$ cat config.mk
export PLATFORM = sky130hd
export DESIGN_NAME = nba_cfg
export DESIGN_NICKNAME = d
export VERILOG_FILES = /design/src/rtl/nba_pkg.sv /design/src/rtl/nba_cfg.sv
export SDC_FILE = /design/constraint.sdc
export NUM_CORES = 1
export LEC_CHECK = 0
export ABC_CLOCK_PERIOD_IN_PS = 2000
export BUFFER_PORTS_ARGS = -buffer_cell sky130_fd_sc_hd__buf_2
export CORE_MARGIN = 5
export CORE_UTILIZATION = 45
export CTS_CLUSTER_SIZE = 28
export DETAILED_ROUTE_END_ITERATION = 16
export GPL_TIMING_DRIVEN = 0
export PLACE_DENSITY = 0.86
export SLEW_MARGIN = 20
export SYNTH_ARGS = -nofsm -noshare
export SYNTH_HDL_FRONTEND = slang
export SYNTH_SLANG_ARGS = --single-unit
$ cat constraint.sdc
create_clock -name clk -period 2 [get_ports clk]
set_clock_uncertainty 0.15 [all_clocks]
set_input_delay 0.2 -clock clk [delete_from_list [all_inputs] [get_ports clk]]
set_output_delay 0.2 -clock clk [all_outputs]
set_load 0.05 [all_outputs]
$ cat src/rtl/nba_pkg.sv
// Shared types and constants of the bitmap node allocator.
`timescale 1ns / 1ps

package nba_pkg;

    localparam int NODE_COUNT_W = 13;
    localparam int INDEX_W      = 16;
    localparam int STATUS_W     = 2;
    localparam int CFG_ADDR_W   = 3;
    localparam int CFG_DATA_W   = 32;

    localparam logic [NODE_COUNT_W-1:0] NODE_COUNT_RESET = 13'd4096;
    localparam logic [INDEX_W-1:0]      FIRST_NODE_RESET = 16'd3;

    // register index, taken from paddr[2]
    localparam logic REG_NODE_COUNT = 1'b0;
    localparam logic REG_FIRST_NODE = 1'b1;

    localparam logic OP_ALLOC   = 1'b0;
    localparam logic OP_RELEASE = 1'b1;

    typedef enum logic [STATUS_W-1:0] {
        STATUS_OK          = 2'd0,
        STATUS_NO_MEM      = 2'd1,
        STATUS_RANGE       = 2'd2,
        STATUS_DOUBLE_FREE = 2'd3
    } status_t;

    typedef enum logic [2:0] {
        S_CLEAR,
        S_IDLE,
        S_HINT_MOD,
        S_ALLOC_CHK,
        S_REL_RANGE,
        S_REL_CHK
    } ctrl_state_t;

    typedef struct packed {
        logic    clear_step;
        logic    load_req;
        logic    mod_step;
        logic    scan_start;
        logic    scan_step;
        logic    rel_read;
        logic    commit_alloc;
        logic    commit_rel;
        logic    out_load;
        status_t out_status;
    } dp_cmd_t;

    typedef struct packed {
        logic clear_last;
        logic count_zero;
        logic hint_ge_words;
        logic found;
        logic scan_last;
        logic rel_bad;
        logic bit_clear;
    } dp_status_t;

endpackage

$ cat src/rtl/nba_cfg.sv
// APB register file: node count and external index of node zero.
`timescale 1ns / 1ps

module nba_cfg (
    input  logic                               clk,
    input  logic                               rst_n,
    input  logic                               psel,
    input  logic                               penable,
    input  logic                               pwrite,
    input  logic [nba_pkg::CFG_ADDR_W-1:0]     paddr,
    input  logic [nba_pkg::CFG_DATA_W-1:0]     pwdata,
    output logic [nba_pkg::CFG_DATA_W-1:0]     prdata,
    output logic                               pready,
    output logic [nba_pkg::NODE_COUNT_W-1:0]   node_count,
    output logic [nba_pkg::INDEX_W-1:0]        first_node_index
);

    logic [nba_pkg::NODE_COUNT_W-1:0] node_count_reg;
    logic [nba_pkg::INDEX_W-1:0]      first_node_reg;
    logic                             wr_en;

    assign wr_en = psel && penable && pwrite;

    always_ff @(posedge clk or negedge rst_n)
    begin
        if (!rst_n)
        begin
            node_count_reg <= nba_pkg::NODE_COUNT_RESET;
            first_node_reg <= nba_pkg::FIRST_NODE_RESET;
        end
        else if (wr_en)
        begin
            if (paddr[2] == nba_pkg::REG_NODE_COUNT)
            begin
                node_count_reg <= pwdata[nba_pkg::NODE_COUNT_W-1:0];
            end
            else
            begin
                first_node_reg <= pwdata[nba_pkg::INDEX_W-1:0];
            end
        end
    end

    always_comb
    begin
        if (paddr[2] == nba_pkg::REG_NODE_COUNT)
        begin
            prdata = nba_pkg::CFG_DATA_W'(node_count_reg);
        end
        else
        begin
            prdata = nba_pkg::CFG_DATA_W'(first_node_reg);
        end
    end

    assign pready           = 1'b1;
    assign node_count       = node_count_reg;
    assign first_node_index = first_node_reg;

endmodule

==> results.json <==
{
  "cts_tree": "done",
  "crit_path_start_kind": "flop",
  "cts.path.max_buffers": 2,
  "yosys.area_share.xor_xnor_pct": 0,
  "ys_types": 11,
  "ant_nets": 0,
  "final_common_cell": "buf_2",
  "antenna_cells": 0,
  "worstMarginPinSlew_ps": 641,
  "whs_path_depth": 3,
  "num-nets-final": 243,
  "synth_top_area_cell": "dfrtp_1",
  "final_util_pct": 65.6,
  "syn-instance-count": 99,
  "drive_gt1_share_pct": 67.6,
  "max_freq_ghz": 0.623,
  "clock-sinks": 29,
  "drcViolationCount": 0,
  "synth_fa_ha_area_share_pct": 0,
  "grt_util_all_layers_pct": 15.7,
  "wl_um": 3280,
  "synth_seq_cells": 29,
  "cp-end-kind": "output pin",
  "dp_hpwl_um": 2390,
  "muxShareOfSynthArea_pct": 36.2,
  "hold-worst-slack_ps": 162,
  "ctsResizeCount": 0,
  "synthSimpleGateAreaFrac_pct": 4.21,
  "cp.required_ps": 1650,
  "coreArea_um2": 3310,
  "clk_latency_ps": 310,
  "cap_viol_max_count": 0,
  "rsz0062_at_grt": "no",
  "irDropWorstVdd_mv": 0.779,
  "die_w_um": 68.0,
  "wl_per_cell_um": 13.1,
  "largest_register_ffs": 16,
  "synth_top_family_by_area": "multiplexers",
  "placed_area_um2": 1950,
  "fin_crit_ps": 1600,
  "path_clk_slew_ps": 90,
  "antenna_found_initial": 0,
  "area_delta_synth_final_pct": 43.4,
  "mappedNetlistArea_um2": 1520,
  "first_global_vias": 1118,
  "die-height_um": 68.0,
  "cp_data_arrival_time_ps": 1250,
  "synth_area_leaders": "dfrtp_1, mux2_4, mux2_2, buf_4, dfstp_2",
  "slew_violations": 0,
  "synth_compound_area_share_pct": 0,
  "rows": 21,
  "place.gp.congestion": 0.595,
  "path_class": "reg -> out",
  "worstPathCellList": "mux2_2 -> buf_2",
  "syn_avg_cell_area_um2": 15.3,
  "synth-seq-area-share_pct": 48.1,
  "grt_start_max_net_pins": 30,
  "hp-class": "in -> reg",
  "htree_levels": 2,
  "worstPathMaxFanout": 3,
  "dr.first_iter.drc_count": 27,
  "final_cell_mix": "buf_2, dfrtp_1, mux2_2, mux2_4",
  "status": "completed",
  "cp_num_buf_inv": 1,
  "grt-ovfl-total": 0,
  "drt-pass1-iter-count": 3,
  "port_buffers": 65,
  "cts-root-buf": "clkbuf_4",
  "p_leak_uw": 0.00119,
  "slew_headroom_pct": 57.2,
  "synth_top_area_share_pct": 42.9,
  "cp_slowest_stage_delay_ps": 550,
  "crit_cells": 2,
  "ios": 102,
  "grt_pass1_wl_um": 5220,
  "final-hold-violation-count": 0,
  "reg2reg_depth": 1,
  "period_share_pct": 80.2,
  "tns_ps": 0,
  "die_area_um2": 4630,
  "finalInstanceArea_um2": 2170,
  "powerDensity_nw_per_um2": 1160,
  "critPathSlowestCell": "dfstp_2",
  "viasPerCell": 4.31,
  "start_util_pct": 45.8,
  "cp_top_family": "flip-flops",
  "setup_viol": 0,
  "yosys_warnings": 0,
  "vias": 1077,
  "numCtsBuffers": 5
}
path summary, 6_finish.rpt:
path | from | endpoint | slack, ps
max in group asynchronous | rst_n | first_node_index[10] | 990
hold reg to reg | node_count[11] | node_count[11] | 380
setup reg to reg | node_count[8] | node_count[8] | 1070
min in group asynchronous | rst_n | node_count[7] | 290
hold / removal | penable | node_count[6] | 160
setup / recovery | first_node_index[1] | prdata[1] | 400
per-stage QoR:
stage	std cells	worst slack [ps]	total power, µW
global route	250	327	2650
finish	250	396	2520
floorplan	114	533	1910
global placement	225	471	2170
detailed placement	225	464	2190
CTS	250	383	2540
synthesized netlist by cell type, drive strengths merged:
cell type and count:
buf 21, dfrtp 26, dfstp 3, nand4b 1, nand4 1, mux2 42
conb 2, and2 3
where the power goes:
part / internal (µW) / leakage [µW] / switching [µW]
registers: 726 / 0.000344 / 92.1
clock network: 140 / 0.0000265 / 180
logic: 401 / 0.000818 / 976
total: 1270 / 0.00119 / 1250
cell type report:
cell class,count,area [µm²]
tap,46,57.6
buffer,21,166
multi-input combinational,64,676
timing repair buffer,82,495
sequential,29,729
clock buffer,8,48.8
fill,275,1140
layer usage:
layer	wire (µm)	GRT usage (%)	up-vias	share of wire (%)
met2	1620	27.1	56	49
met4	23	5.21	0	0.70
met1	1300	17.2	497	40
li1	-	-	520	-
met3	336	6.90	4	10
met5	0	0	-	0
timing repair:
action | CTS | global route
hold buffers | 17 | 0
hold endpoints to repair | 55 | 0
buffers inserted | 0 | 0
logic make-up after synthesis:
| logic type | Yosys count |
|---|---|
| muxes | 42 |
| DFF | 29 |
| buffers and inverters | 21 |
| and+or+nand+nor | 5 |
| other | 2 |
worst min-delay path, stage by stage:
cell,delay [ps]
buf_2,130
nand4b_4,110
mux2_2,150
No activity file was read; power rests on OpenSTA's default activity.
