<file path="src/rtl/nba_pkg.sv">
// Shared types and constants of the bitmap node allocator.
`timescale 1ns / 1ps

package nba_pkg;

    localparam int NODE_COUNT_W = 13;
    localparam int INDEX_W      = 16;
    localparam int STATUS_W     = 2;
    localparam int CFG_ADDR_W   = 3;
    localparam int CFG_DATA_W   = 32;

    localparam logic [NODE_COUNT_W-1:0] NODE_COUNT_RESET = 13'd4096;
    localparam logic [INDEX_W-1:0]      FIRST_NODE_RESET = 16'd3;

    // register index, taken from paddr[2]
    localparam logic REG_NODE_COUNT = 1'b0;
    localparam logic REG_FIRST_NODE = 1'b1;

    localparam logic OP_ALLOC   = 1'b0;
    localparam logic OP_RELEASE = 1'b1;

    typedef enum logic [STATUS_W-1:0] {
        STATUS_OK          = 2'd0,
        STATUS_NO_MEM      = 2'd1,
        STATUS_RANGE       = 2'd2,
        STATUS_DOUBLE_FREE = 2'd3
    } status_t;

    typedef enum logic [2:0] {
        S_CLEAR,
        S_IDLE,
        S_HINT_MOD,
        S_ALLOC_CHK,
        S_REL_RANGE,
        S_REL_CHK
    } ctrl_state_t;

    typedef struct packed {
        logic    clear_step;
        logic    load_req;
        logic    mod_step;
        logic    scan_start;
        logic    scan_step;
        logic    rel_read;
        logic    commit_alloc;
        logic    commit_rel;
        logic    out_load;
        status_t out_status;
    } dp_cmd_t;

    typedef struct packed {
        logic clear_last;
        logic count_zero;
        logic hint_ge_words;
        logic found;
        logic scan_last;
        logic rel_bad;
        logic bit_clear;
    } dp_status_t;

endpackage

</file>
<file path="src/rtl/nba_ctrl.sv">
// Controller: clearing pass, request sequencing and response handshake.
`timescale 1ns / 1ps

module nba_ctrl (
    input  logic                clk,
    input  logic                rst_n,
    input  logic                req_valid,
    input  logic                req_opcode,
    output logic                req_stall,
    output logic                rsp_valid,
    input  logic                rsp_stall,
    input  nba_pkg::dp_status_t dp_status,
    output nba_pkg::dp_cmd_t    cmd
);

    nba_pkg::ctrl_state_t state_reg;
    nba_pkg::ctrl_state_t state_next;
    logic                 rsp_valid_reg;
    logic                 rsp_valid_next;
    logic                 out_free;

    assign out_free = !rsp_valid_reg || !rsp_stall;

    always_ff @(posedge clk or negedge rst_n)
    begin
        if (!rst_n)
        begin
            state_reg     <= nba_pkg::S_CLEAR;
            rsp_valid_reg <= 1'b0;
        end
        else
        begin
            state_reg     <= state_next;
            rsp_valid_reg <= rsp_valid_next;
        end
    end

    always_comb
    begin
        state_next = state_reg;
        cmd        = '0;
        cmd.out_status = nba_pkg::STATUS_OK;
        case (state_reg)
            nba_pkg::S_CLEAR:
            begin
                cmd.clear_step = 1'b1;
                if (dp_status.clear_last)
                begin
                    state_next = nba_pkg::S_IDLE;
                end
            end
            nba_pkg::S_IDLE:
            begin
                if (req_valid)
                begin
                    cmd.load_req = 1'b1;
                    if (req_opcode == nba_pkg::OP_RELEASE)
                    begin
                        state_next = nba_pkg::S_REL_RANGE;
                    end
                    else
                    begin
                        state_next = nba_pkg::S_HINT_MOD;
                    end
                end
            end
            nba_pkg::S_HINT_MOD:
            begin
                if (dp_status.count_zero)
                begin
                    if (out_free)
                    begin
                        cmd.out_load   = 1'b1;
                        cmd.out_status = nba_pkg::STATUS_NO_MEM;
                        state_next     = nba_pkg::S_IDLE;
                    end
                end
                else if (dp_status.hint_ge_words)
                begin
                    cmd.mod_step = 1'b1;
                end
                else
                begin
                    cmd.scan_start = 1'b1;
                    state_next     = nba_pkg::S_ALLOC_CHK;
                end
            end
            nba_pkg::S_ALLOC_CHK:
            begin
                if (dp_status.found)
                begin
                    if (out_free)
                    begin
                        cmd.commit_alloc = 1'b1;
                        cmd.out_load     = 1'b1;
                        cmd.out_status   = nba_pkg::STATUS_OK;
                        state_next       = nba_pkg::S_IDLE;
                    end
                end
                else if (dp_status.scan_last)
                begin
                    if (out_free)
                    begin
                        cmd.out_load   = 1'b1;
                        cmd.out_status = nba_pkg::STATUS_NO_MEM;
                        state_next     = nba_pkg::S_IDLE;
                    end
                end
                else
                begin
                    cmd.scan_step = 1'b1;
                end
            end
            nba_pkg::S_REL_RANGE:
            begin
                if (dp_status.rel_bad)
                begin
                    if (out_free)
                    begin
                        cmd.out_load   = 1'b1;
                        cmd.out_status = nba_pkg::STATUS_RANGE;
                        state_next     = nba_pkg::S_IDLE;
                    end
                end
                else
                begin
                    cmd.rel_read = 1'b1;
                    state_next   = nba_pkg::S_REL_CHK;
                end
            end
            nba_pkg::S_REL_CHK:
            begin
                if (out_free)
                begin
                    cmd.out_load = 1'b1;
                    state_next   = nba_pkg::S_IDLE;
                    if (dp_status.bit_clear)
                    begin
                        cmd.out_status = nba_pkg::STATUS_DOUBLE_FREE;
                    end
                    else
                    begin
                        cmd.commit_rel = 1'b1;
                        cmd.out_status = nba_pkg::STATUS_OK;
                    end
                end
            end
            default:
            begin
                state_next = nba_pkg::S_IDLE;
            end
        endcase
    end

    always_comb
    begin
        if (cmd.out_load)
        begin
            rsp_valid_next = 1'b1;
        end
        else if (!rsp_stall)
        begin
            rsp_valid_next = 1'b0;
        end
        else
        begin
            rsp_valid_next = rsp_valid_reg;
        end
    end

    assign req_stall = (state_reg != nba_pkg::S_IDLE);
    assign rsp_valid = rsp_valid_reg;

    a_no_overwrite: assert property (@(posedge clk) disable iff (!rst_n)
        cmd.out_load |-> (!rsp_valid_reg || !rsp_stall))
        else $error("response register overwritten while stalled");

    a_accept_busy: assert property (@(posedge clk) disable iff (!rst_n)
        (state_reg == nba_pkg::S_IDLE && req_valid) |=> (state_reg != nba_pkg::S_IDLE))
        else $error("accepted request did not start");

    a_clear_quiet: assert property (@(posedge clk) disable iff (!rst_n)
        (state_reg == nba_pkg::S_CLEAR) |-> (!rsp_valid_reg && !cmd.load_req))
        else $error("activity during clearing pass");

endmodule

</file>
<file path="config.mk">
export PLATFORM = sky130hd
export DESIGN_NAME = nba_ctrl
export DESIGN_NICKNAME = d
export VERILOG_FILES = /design/src/rtl/nba_pkg.sv /design/src/rtl/nba_ctrl.sv
export SDC_FILE = /design/constraint.sdc
export NUM_CORES = 1
export LEC_CHECK = 0
export BUFFER_PORTS_ARGS = -buffer_cell sky130_fd_sc_hd__buf_2
export CAP_MARGIN = 20
export CORE_AREA = 2 2 39 41
export DETAILED_ROUTE_END_ITERATION = 8
export DIE_AREA = 0 0 41 43
export PLACE_DENSITY = 0.67
export SETUP_SLACK_MARGIN = 0.5
export SLEW_MARGIN = 5
export SYNTH_ARGS = -nofsm -noshare
export SYNTH_HDL_FRONTEND = slang
export SYNTH_SLANG_ARGS = --single-unit
</file>
<file path="constraint.sdc">
create_clock -name clk -period 1.8 [get_ports clk]
set_clock_uncertainty 0.05 [all_clocks]
set_input_delay 0 -clock clk [delete_from_list [all_inputs] [get_ports clk]]
set_output_delay 0 -clock clk [all_outputs]
set_load 0.02 [all_outputs]
</file>
==> results of run 1 <==
==> per-stage QoR <==
step	total power, uW	utilization	area, sq um	setup WS [ps]	hold WS, ps
global route	1530	0.661	915	123	61.6
floorplan	681	-	470	403	-346
finish	1460	0.661	915	154	25.8
CTS	1210	0.578	800	299	29.0
detailed placement	787	0.419	579	162	-241
global placement	773	0.419	579	206	-245
==> power by group through the flow <==
stage	combinational, uW	clock (uW)	sequential, uW
after detailed placement	542	0	245
after global routing	1170	141	220
after floorplan	492	0	188
final	1110	138	216
after CTS	873	129	207
after global placement	531	0	241
==> synthesized netlist by cell type (all sizes together) (2+ instances only) <==
master / count
nor4b: 2
nor3: 3
nand2b: 2
o21ai: 4
inv: 2
a21oi: 4
buf: 4
dfrtp: 4
and2: 2
nor2: 10
nand2: 3
==> cell families (layout without fill, tap and decap cells) <==
group	count (synthesis)	count (layout)	synth area share
buffers and inverters	6	49	0.0730
AO/OA/AOI/OAI	15	15	0.253
flip-flops	4	4	0.225
AND/OR/NAND/NOR	30	30	0.416
multiplexers	1	1	0.0337
==> timing repair <==
item                                    4_1_cts  5_1_grt
hold endpoints to repair                      4        0
setup buffers                                14        4
gates resized for setup                      27       21
endpoints found under the setup margin       15       15
pin swaps                                     6       10
hold buffers                                  1        0
==> final timing paths <==
| path | end | slack [ps] | depth (start not counted) |
|---|---|---|---|
| worst min register to register | rsp_valid$_DFFE_PN0P_ | 580 | 2 |
| worst max register to register | state_reg[0]$_DFFE_PN0P_ | 150 | 4 |
| worst max-delay path | state_reg[0]$_DFFE_PN0P_ | 150 | 4 |
| min in group clk | rsp_valid$_DFFE_PN0P_ | 60 | 3 |
| max in group asynchronous | state_reg[0]$_DFFE_PN0P_ | 1530 | 2 |
| worst min-delay path | state_reg[1]$_DFFE_PN0P_ | 30 | 2 |
==> per-layer routing <==
| layer | vias up | GRT usage | wire, microns |
|---|---|---|---|
| met1 | 312 | 0.276 | 751 |
| met3 | 6 | 0.0314 | 85 |
| li1 | 286 | - | - |
| met4 | 0 | 0.113 | 61 |
| met5 | - | 0 | 0 |
| met2 | 24 | 0.344 | 951 |
==> area by class of cell <==
| class | instances | area [sq um] | area share |
|---|---|---|---|
| well taps | 16 | 20.0 | 0.0219 |
| flip-flops and latches | 4 | 104 | 0.114 |
| clock buffers | 4 | 26.3 | 0.0287 |
| multi-input cells | 46 | 423 | 0.462 |
| inverters | 2 | 7.51 | 0.00821 |
| repair buffers | 43 | 334 | 0.365 |
==> impl_summary.log, run 1 <==
[metrics] Final Slew Violations: 0
[metrics] shortest period the worst path allows: about 1600 ps
[metrics] count of H-tree levels built during CTS: 1
[metrics] half-perimeter wire length of the detailed placement result: between 800 and 900 microns
[metrics] most common cell after layout, fill and taps aside: buf_4
[metrics] worst reg2reg startpoint: state_reg[2]$_DFFE_PN0P_
[metrics] fraction of layout instances using a drive strength above 1: 0.717
[metrics] clock net sink count: 4
[metrics] via density per instance: between 5 and 6
[metrics] count of nets after finishing: approximately 110
[metrics] highest net fanout along the worst path: 7
[metrics] CP max stage cell: dfrtp_2
[metrics] RSZ-0062 raised after global routing: true
[metrics] power share of the clock group: 0.094
[metrics] Cell Pwr Density: around 1600 nW/um^2
[metrics] number of global-route vias before repair: 607
[metrics] I/O pin total: 25
[metrics] pin count of the biggest net entering global routing: 9
[metrics] remaining routing DRC violations: 0
[metrics] Post-Route WL: ~1800 microns
[metrics] Layout Cells excl Fill: around 120
[metrics] Total Neg Setup Slack: 0 ps
[metrics] Logic pwr share: 0.757
[metrics] fill cell instance count of the final layout: 96
[metrics] switching power of the nets: 663 uW
[metrics] wire length of the first global-routing pass: 2680 microns
[metrics] number of synthesized flops with an enable pin: 0
[metrics] count of endpoints failing setup in the final report: 0
[metrics] Yosys warning total: 0
[metrics] Sw Ratio: 0.454
[metrics] sequential cell fraction of total power: 0.148
[metrics] Setup CP Type: reg -> reg
[metrics] number of routed nets with antenna violations: 0
[metrics] fraction of synthesized cell area taken by the top area cell type: 0.225
[metrics] P&R area growth vs syn: 105%
[metrics] antenna cell count: 0
[metrics] highest achievable clock rate: 607 MHz
[metrics] number of cell rows: 14
[metrics] required time of the critical path: around 1900 ps
[metrics] Rel. slew slack: 0.782
[metrics] average wire per standard cell: approximately 16 microns
[metrics] VDD IR max: ~0.64 mV
[metrics] slew at the pin closest to its max-slew limit: 323 ps
[metrics] gr ovfl total: 0
[metrics] number of library cell types mapped by synthesis: 29
[metrics] DR vias: between 600 and 700
[metrics] Arr. time, crit path: approximately 1700 ps
[metrics] y dimension of the die: 43 microns
[metrics] Placed Instances: 92
[metrics] post-synth top area cell: dfrtp_1
[metrics] Total Routing Usage GR: 0.220
[metrics] number of synthesized register bits: 4
[metrics] origin of the worst setup path: state_reg[2]$_DFFE_PN0P_
[metrics] post-synth net total: between 60 and 70
[metrics] die area: around 1800 sq um
[metrics] Post-Synthesis Cell Area: about 450 sq um
[metrics] first-pass iteration count of the detailed router: 5
[metrics] cell-by-cell listing of the critical path: nand4bb_2, o22ai_1, o21ai_0, mux2_4
[metrics] syn_area_per_cell: about 8.0 sq um
[metrics] Post-Syn Instances: 56
[metrics] initial DRC count: 14
[metrics] Worst-path clk slew: about 50 ps
[metrics] Internal Power: 797 uW
[metrics] antenna violations before repair: 0
[metrics] cell at the root of the clock tree: clkbuf_4
[metrics] Port-buffer cells: 24
[metrics] longest individual stage delay on the worst path: 480 ps
[metrics] portion of the clock cycle consumed by the worst path in the final layout: 0.915
[metrics] Inserted Clock Buffers: 3
[metrics] clock latency on the worst-skew pair: 250 ps
[metrics] starting density of the core: 0.322
[metrics] startpoint types: flop
[metrics] sequential-to-total area share from yosys stat: 0.225
[metrics] endpoint type of the worst setup path: flop
[metrics] class of the tightest hold or removal check: in -> async
[metrics] most used flip-flop cell after synthesis: dfrtp_1
[metrics] Max-cap violations: 0
[metrics] leakage power: 0.000412 uW
[metrics] max reg flops: 3
[metrics] outcome: finished clean
[metrics] horizontal die dimension: around 41 microns
[metrics] leading cell types in the layout, fill and taps excluded: 18 x buf_4, 13 x buf_2, 11 x buf_6
[metrics] most area-consuming cells after synthesis: dfrtp_1 22%, nor2_1 8.4%, nor4b_4 5.3%
[metrics] TritonCTS clock tree: done
[metrics] largest delay contributor family on the critical path: flip-flops
[metrics] proportion of register bits with asynchronous set or reset after synthesis: 1.00
[metrics] clock buffer depth: 2
[metrics] Hold Violations, Final: 0
[metrics] total core area: between 1000 and 1500 sq um
[metrics] Final GP Congestion: ~0.79
[metrics] Bufs and invs on worst path: 0
Note: power is estimated with default switching activity, not from simulation.
==> run 2: changes to the inputs <==
==> constraint.sdc (replaced) <==
create_clock -name clk -period 1.8 [get_ports clk]
set_clock_uncertainty 0.05 [all_clocks]
set_input_delay 0.09 -clock clk [delete_from_list [all_inputs] [get_ports clk]]
set_output_delay 0.09 -clock clk [all_outputs]
set_load 0.02 [all_outputs]
==> impl_summary.log, run 2 (synthesized netlist as in run 1, its figures left out) <==
[metrics] outcome: finished clean
[metrics] y dimension of the die: around 43 microns
[metrics] cell at the root of the clock tree: clkbuf_4
[metrics] endpoint type of the worst setup path: flop
[metrics] shortest period the worst path allows: ~1600 ps
[metrics] Final GP Congestion: between 0.7 and 0.8
[metrics] sequential cell fraction of total power: 0.153
[metrics] most common cell after layout, fill and taps aside: buf_4
[metrics] number of cell rows: 14
[metrics] switching power of the nets: 585 uW
[metrics] number of routed nets with antenna violations: 0
[metrics] P&R area growth vs syn: 96.9%
[metrics] Logic pwr share: 0.749
[metrics] max reg flops: 3
[metrics] Rel. slew slack: 0.803
[metrics] TritonCTS clock tree: done
[metrics] Hold Violations, Final: 0
[metrics] I/O pin total: 25
[metrics] pin count of the biggest net entering global routing: 9
[metrics] Total Neg Setup Slack: 0 ps
[metrics] antenna cell count: 0
[metrics] startpoint types: flop
[metrics] half-perimeter wire length of the detailed placement result: about 830 microns
[metrics] count of nets after finishing: 110
[metrics] required time of the critical path: 1880 ps
[metrics] Sw Ratio: 0.442
[metrics] first-pass iteration count of the detailed router: 4
[metrics] clock latency on the worst-skew pair: ~240 ps
[metrics] DR vias: 611
[metrics] worst hold margin: between 100 and 150 ps
[metrics] slew at the pin closest to its max-slew limit: around 300 ps
[metrics] total core area: around 1400 sq um
[metrics] Bufs and invs on worst path: 1
[metrics] clock net sink count: 4
[metrics] leading cell types in the layout, fill and taps excluded: 17 x buf_4, 16 x buf_2, 9 x nor2_1
[metrics] Worst-path clk slew: ~40 ps
[metrics] Port-buffer cells: 24
[metrics] longest individual stage delay on the worst path: between 400 and 500 ps
[metrics] leakage power: just over 0.0004 uW
[metrics] via density per instance: 5.41
[metrics] Setup CP Type: reg -> reg
[metrics] VDD IR max: 0.504 mV
[metrics] remaining routing DRC violations: 0
[metrics] cell-by-cell listing of the critical path: buf_12, nor4b_4, a22oi_2, o31ai_4, mux2_4
[metrics] initial DRC count: 17
[metrics] Internal Power: roughly 740 uW
[metrics] count of endpoints failing setup in the final report: 0
[metrics] largest delay contributor family on the critical path: flip-flops
[metrics] Cell Pwr Density: 1510 nW/um^2
[metrics] RSZ-0062 raised after global routing: true
[metrics] clock buffer depth: 2
[metrics] average wire per standard cell: roughly 15 microns
[metrics] Final Slew Violations: 0
[metrics] highest achievable clock rate: between 600 and 700 MHz
[metrics] Total Routing Usage GR: 0.186
[metrics] wire length of the first global-routing pass: roughly 2300 microns
[metrics] CP max stage cell: dfrtp_2
[metrics] number of global-route vias before repair: ~560
[metrics] Max-cap violations: 0
[metrics] antenna violations before repair: 0
[metrics] Post-Route WL: 1680 microns
[metrics] count of H-tree levels built during CTS: 1
[metrics] gr ovfl total: 0
[metrics] die area: 1760 sq um
[metrics] Arr. time, crit path: 1720 ps
[metrics] utilization after layout: 0.634
[metrics] Inserted Clock Buffers: 3
[metrics] class of the tightest hold or removal check: in -> reg
[metrics] fraction of layout instances using a drive strength above 1: 0.670
[metrics] horizontal die dimension: 41 microns
[metrics] starting density of the core: 0.322
[metrics] portion of the clock cycle consumed by the worst path in the final layout: 0.912
[metrics] power share of the clock group: 0.098
[metrics] Finished Cell Area: 877 sq um
[metrics] highest net fanout along the worst path: 8
[metrics] placed instance area: a little under 600 sq um
[run 2: worst paths after layout]
| kind | slack (ps) | depth (start not counted) | startpoint | to |
|---|---|---|---|---|
| setup / recovery | 160 | 5 | state_reg[0]$_DFFE_PN0P_ | state_reg[0]$_DFFE_PN0P_ |
| hold / removal | 120 | 3 | rsp_stall | rsp_valid$_DFFE_PN0P_ |
| setup reg to reg | 160 | 5 | state_reg[0]$_DFFE_PN0P_ | state_reg[0]$_DFFE_PN0P_ |
| hold reg to reg | 540 | 2 | rsp_valid$_DFFE_PN0P_ | rsp_valid$_DFFE_PN0P_ |
| max in group asynchronous | 1440 | 2 | rst_n | state_reg[2]$_DFFE_PN0P_ |
| min in group asynchronous | 130 | 2 | rst_n | state_reg[1]$_DFFE_PN0P_ |
[run 2: layer usage]
metal  track usage  vias up  wire [microns]
met1         0.219      291             629
met4         0.147        0              36
met3        0.0157        5              67
li1              -      288               -
met5             0        -               0
met2         0.288       27             951
[run 2: tightest hold or removal path, delay by kind of cell]
family                 cells  cell delay [ps]
buffers and inverters      1               90
and+or+nand+nor            2              190
[run 2: metrics by stage]
stage	power (uW)	setup WS, ps	cells
floorplan	702	339	56
global placement	803	201	93
detailed placement	805	204	93
CTS	1160	195	109
global route	1400	95.5	113
finish	1320	159	113
[run 2: power groups by stage]
stage | combinational [uW] | sequential, uW | clock (uW)
detailed placement | 566 | 239 | 0
floorplan | 513 | 189 | 0
global placement | 562 | 240 | 0
global route | 1050 | 209 | 144
finish | 992 | 202 | 130
CTS | 839 | 194 | 131
[run 2: area by class of cell]
cell class                      instances  area [sq um]
Fill cell                             106           507
Multi-Input combinational cell         46           414
Timing Repair Buffer                   41           305
Sequential cell                         4           104
Clock buffer                            4          26.3
Tap cell                               16          20.0
Inverter                                2          7.51
[run 2: repair_timing]
item                                    4_1_cts  5_1_grt
hold buffers                                  1        0
pin swaps                                     1        4
gates resized for setup                      10       22
setup buffers                                11        4
endpoints found under the setup margin       15       15
endpoints found under the hold margin         4        0
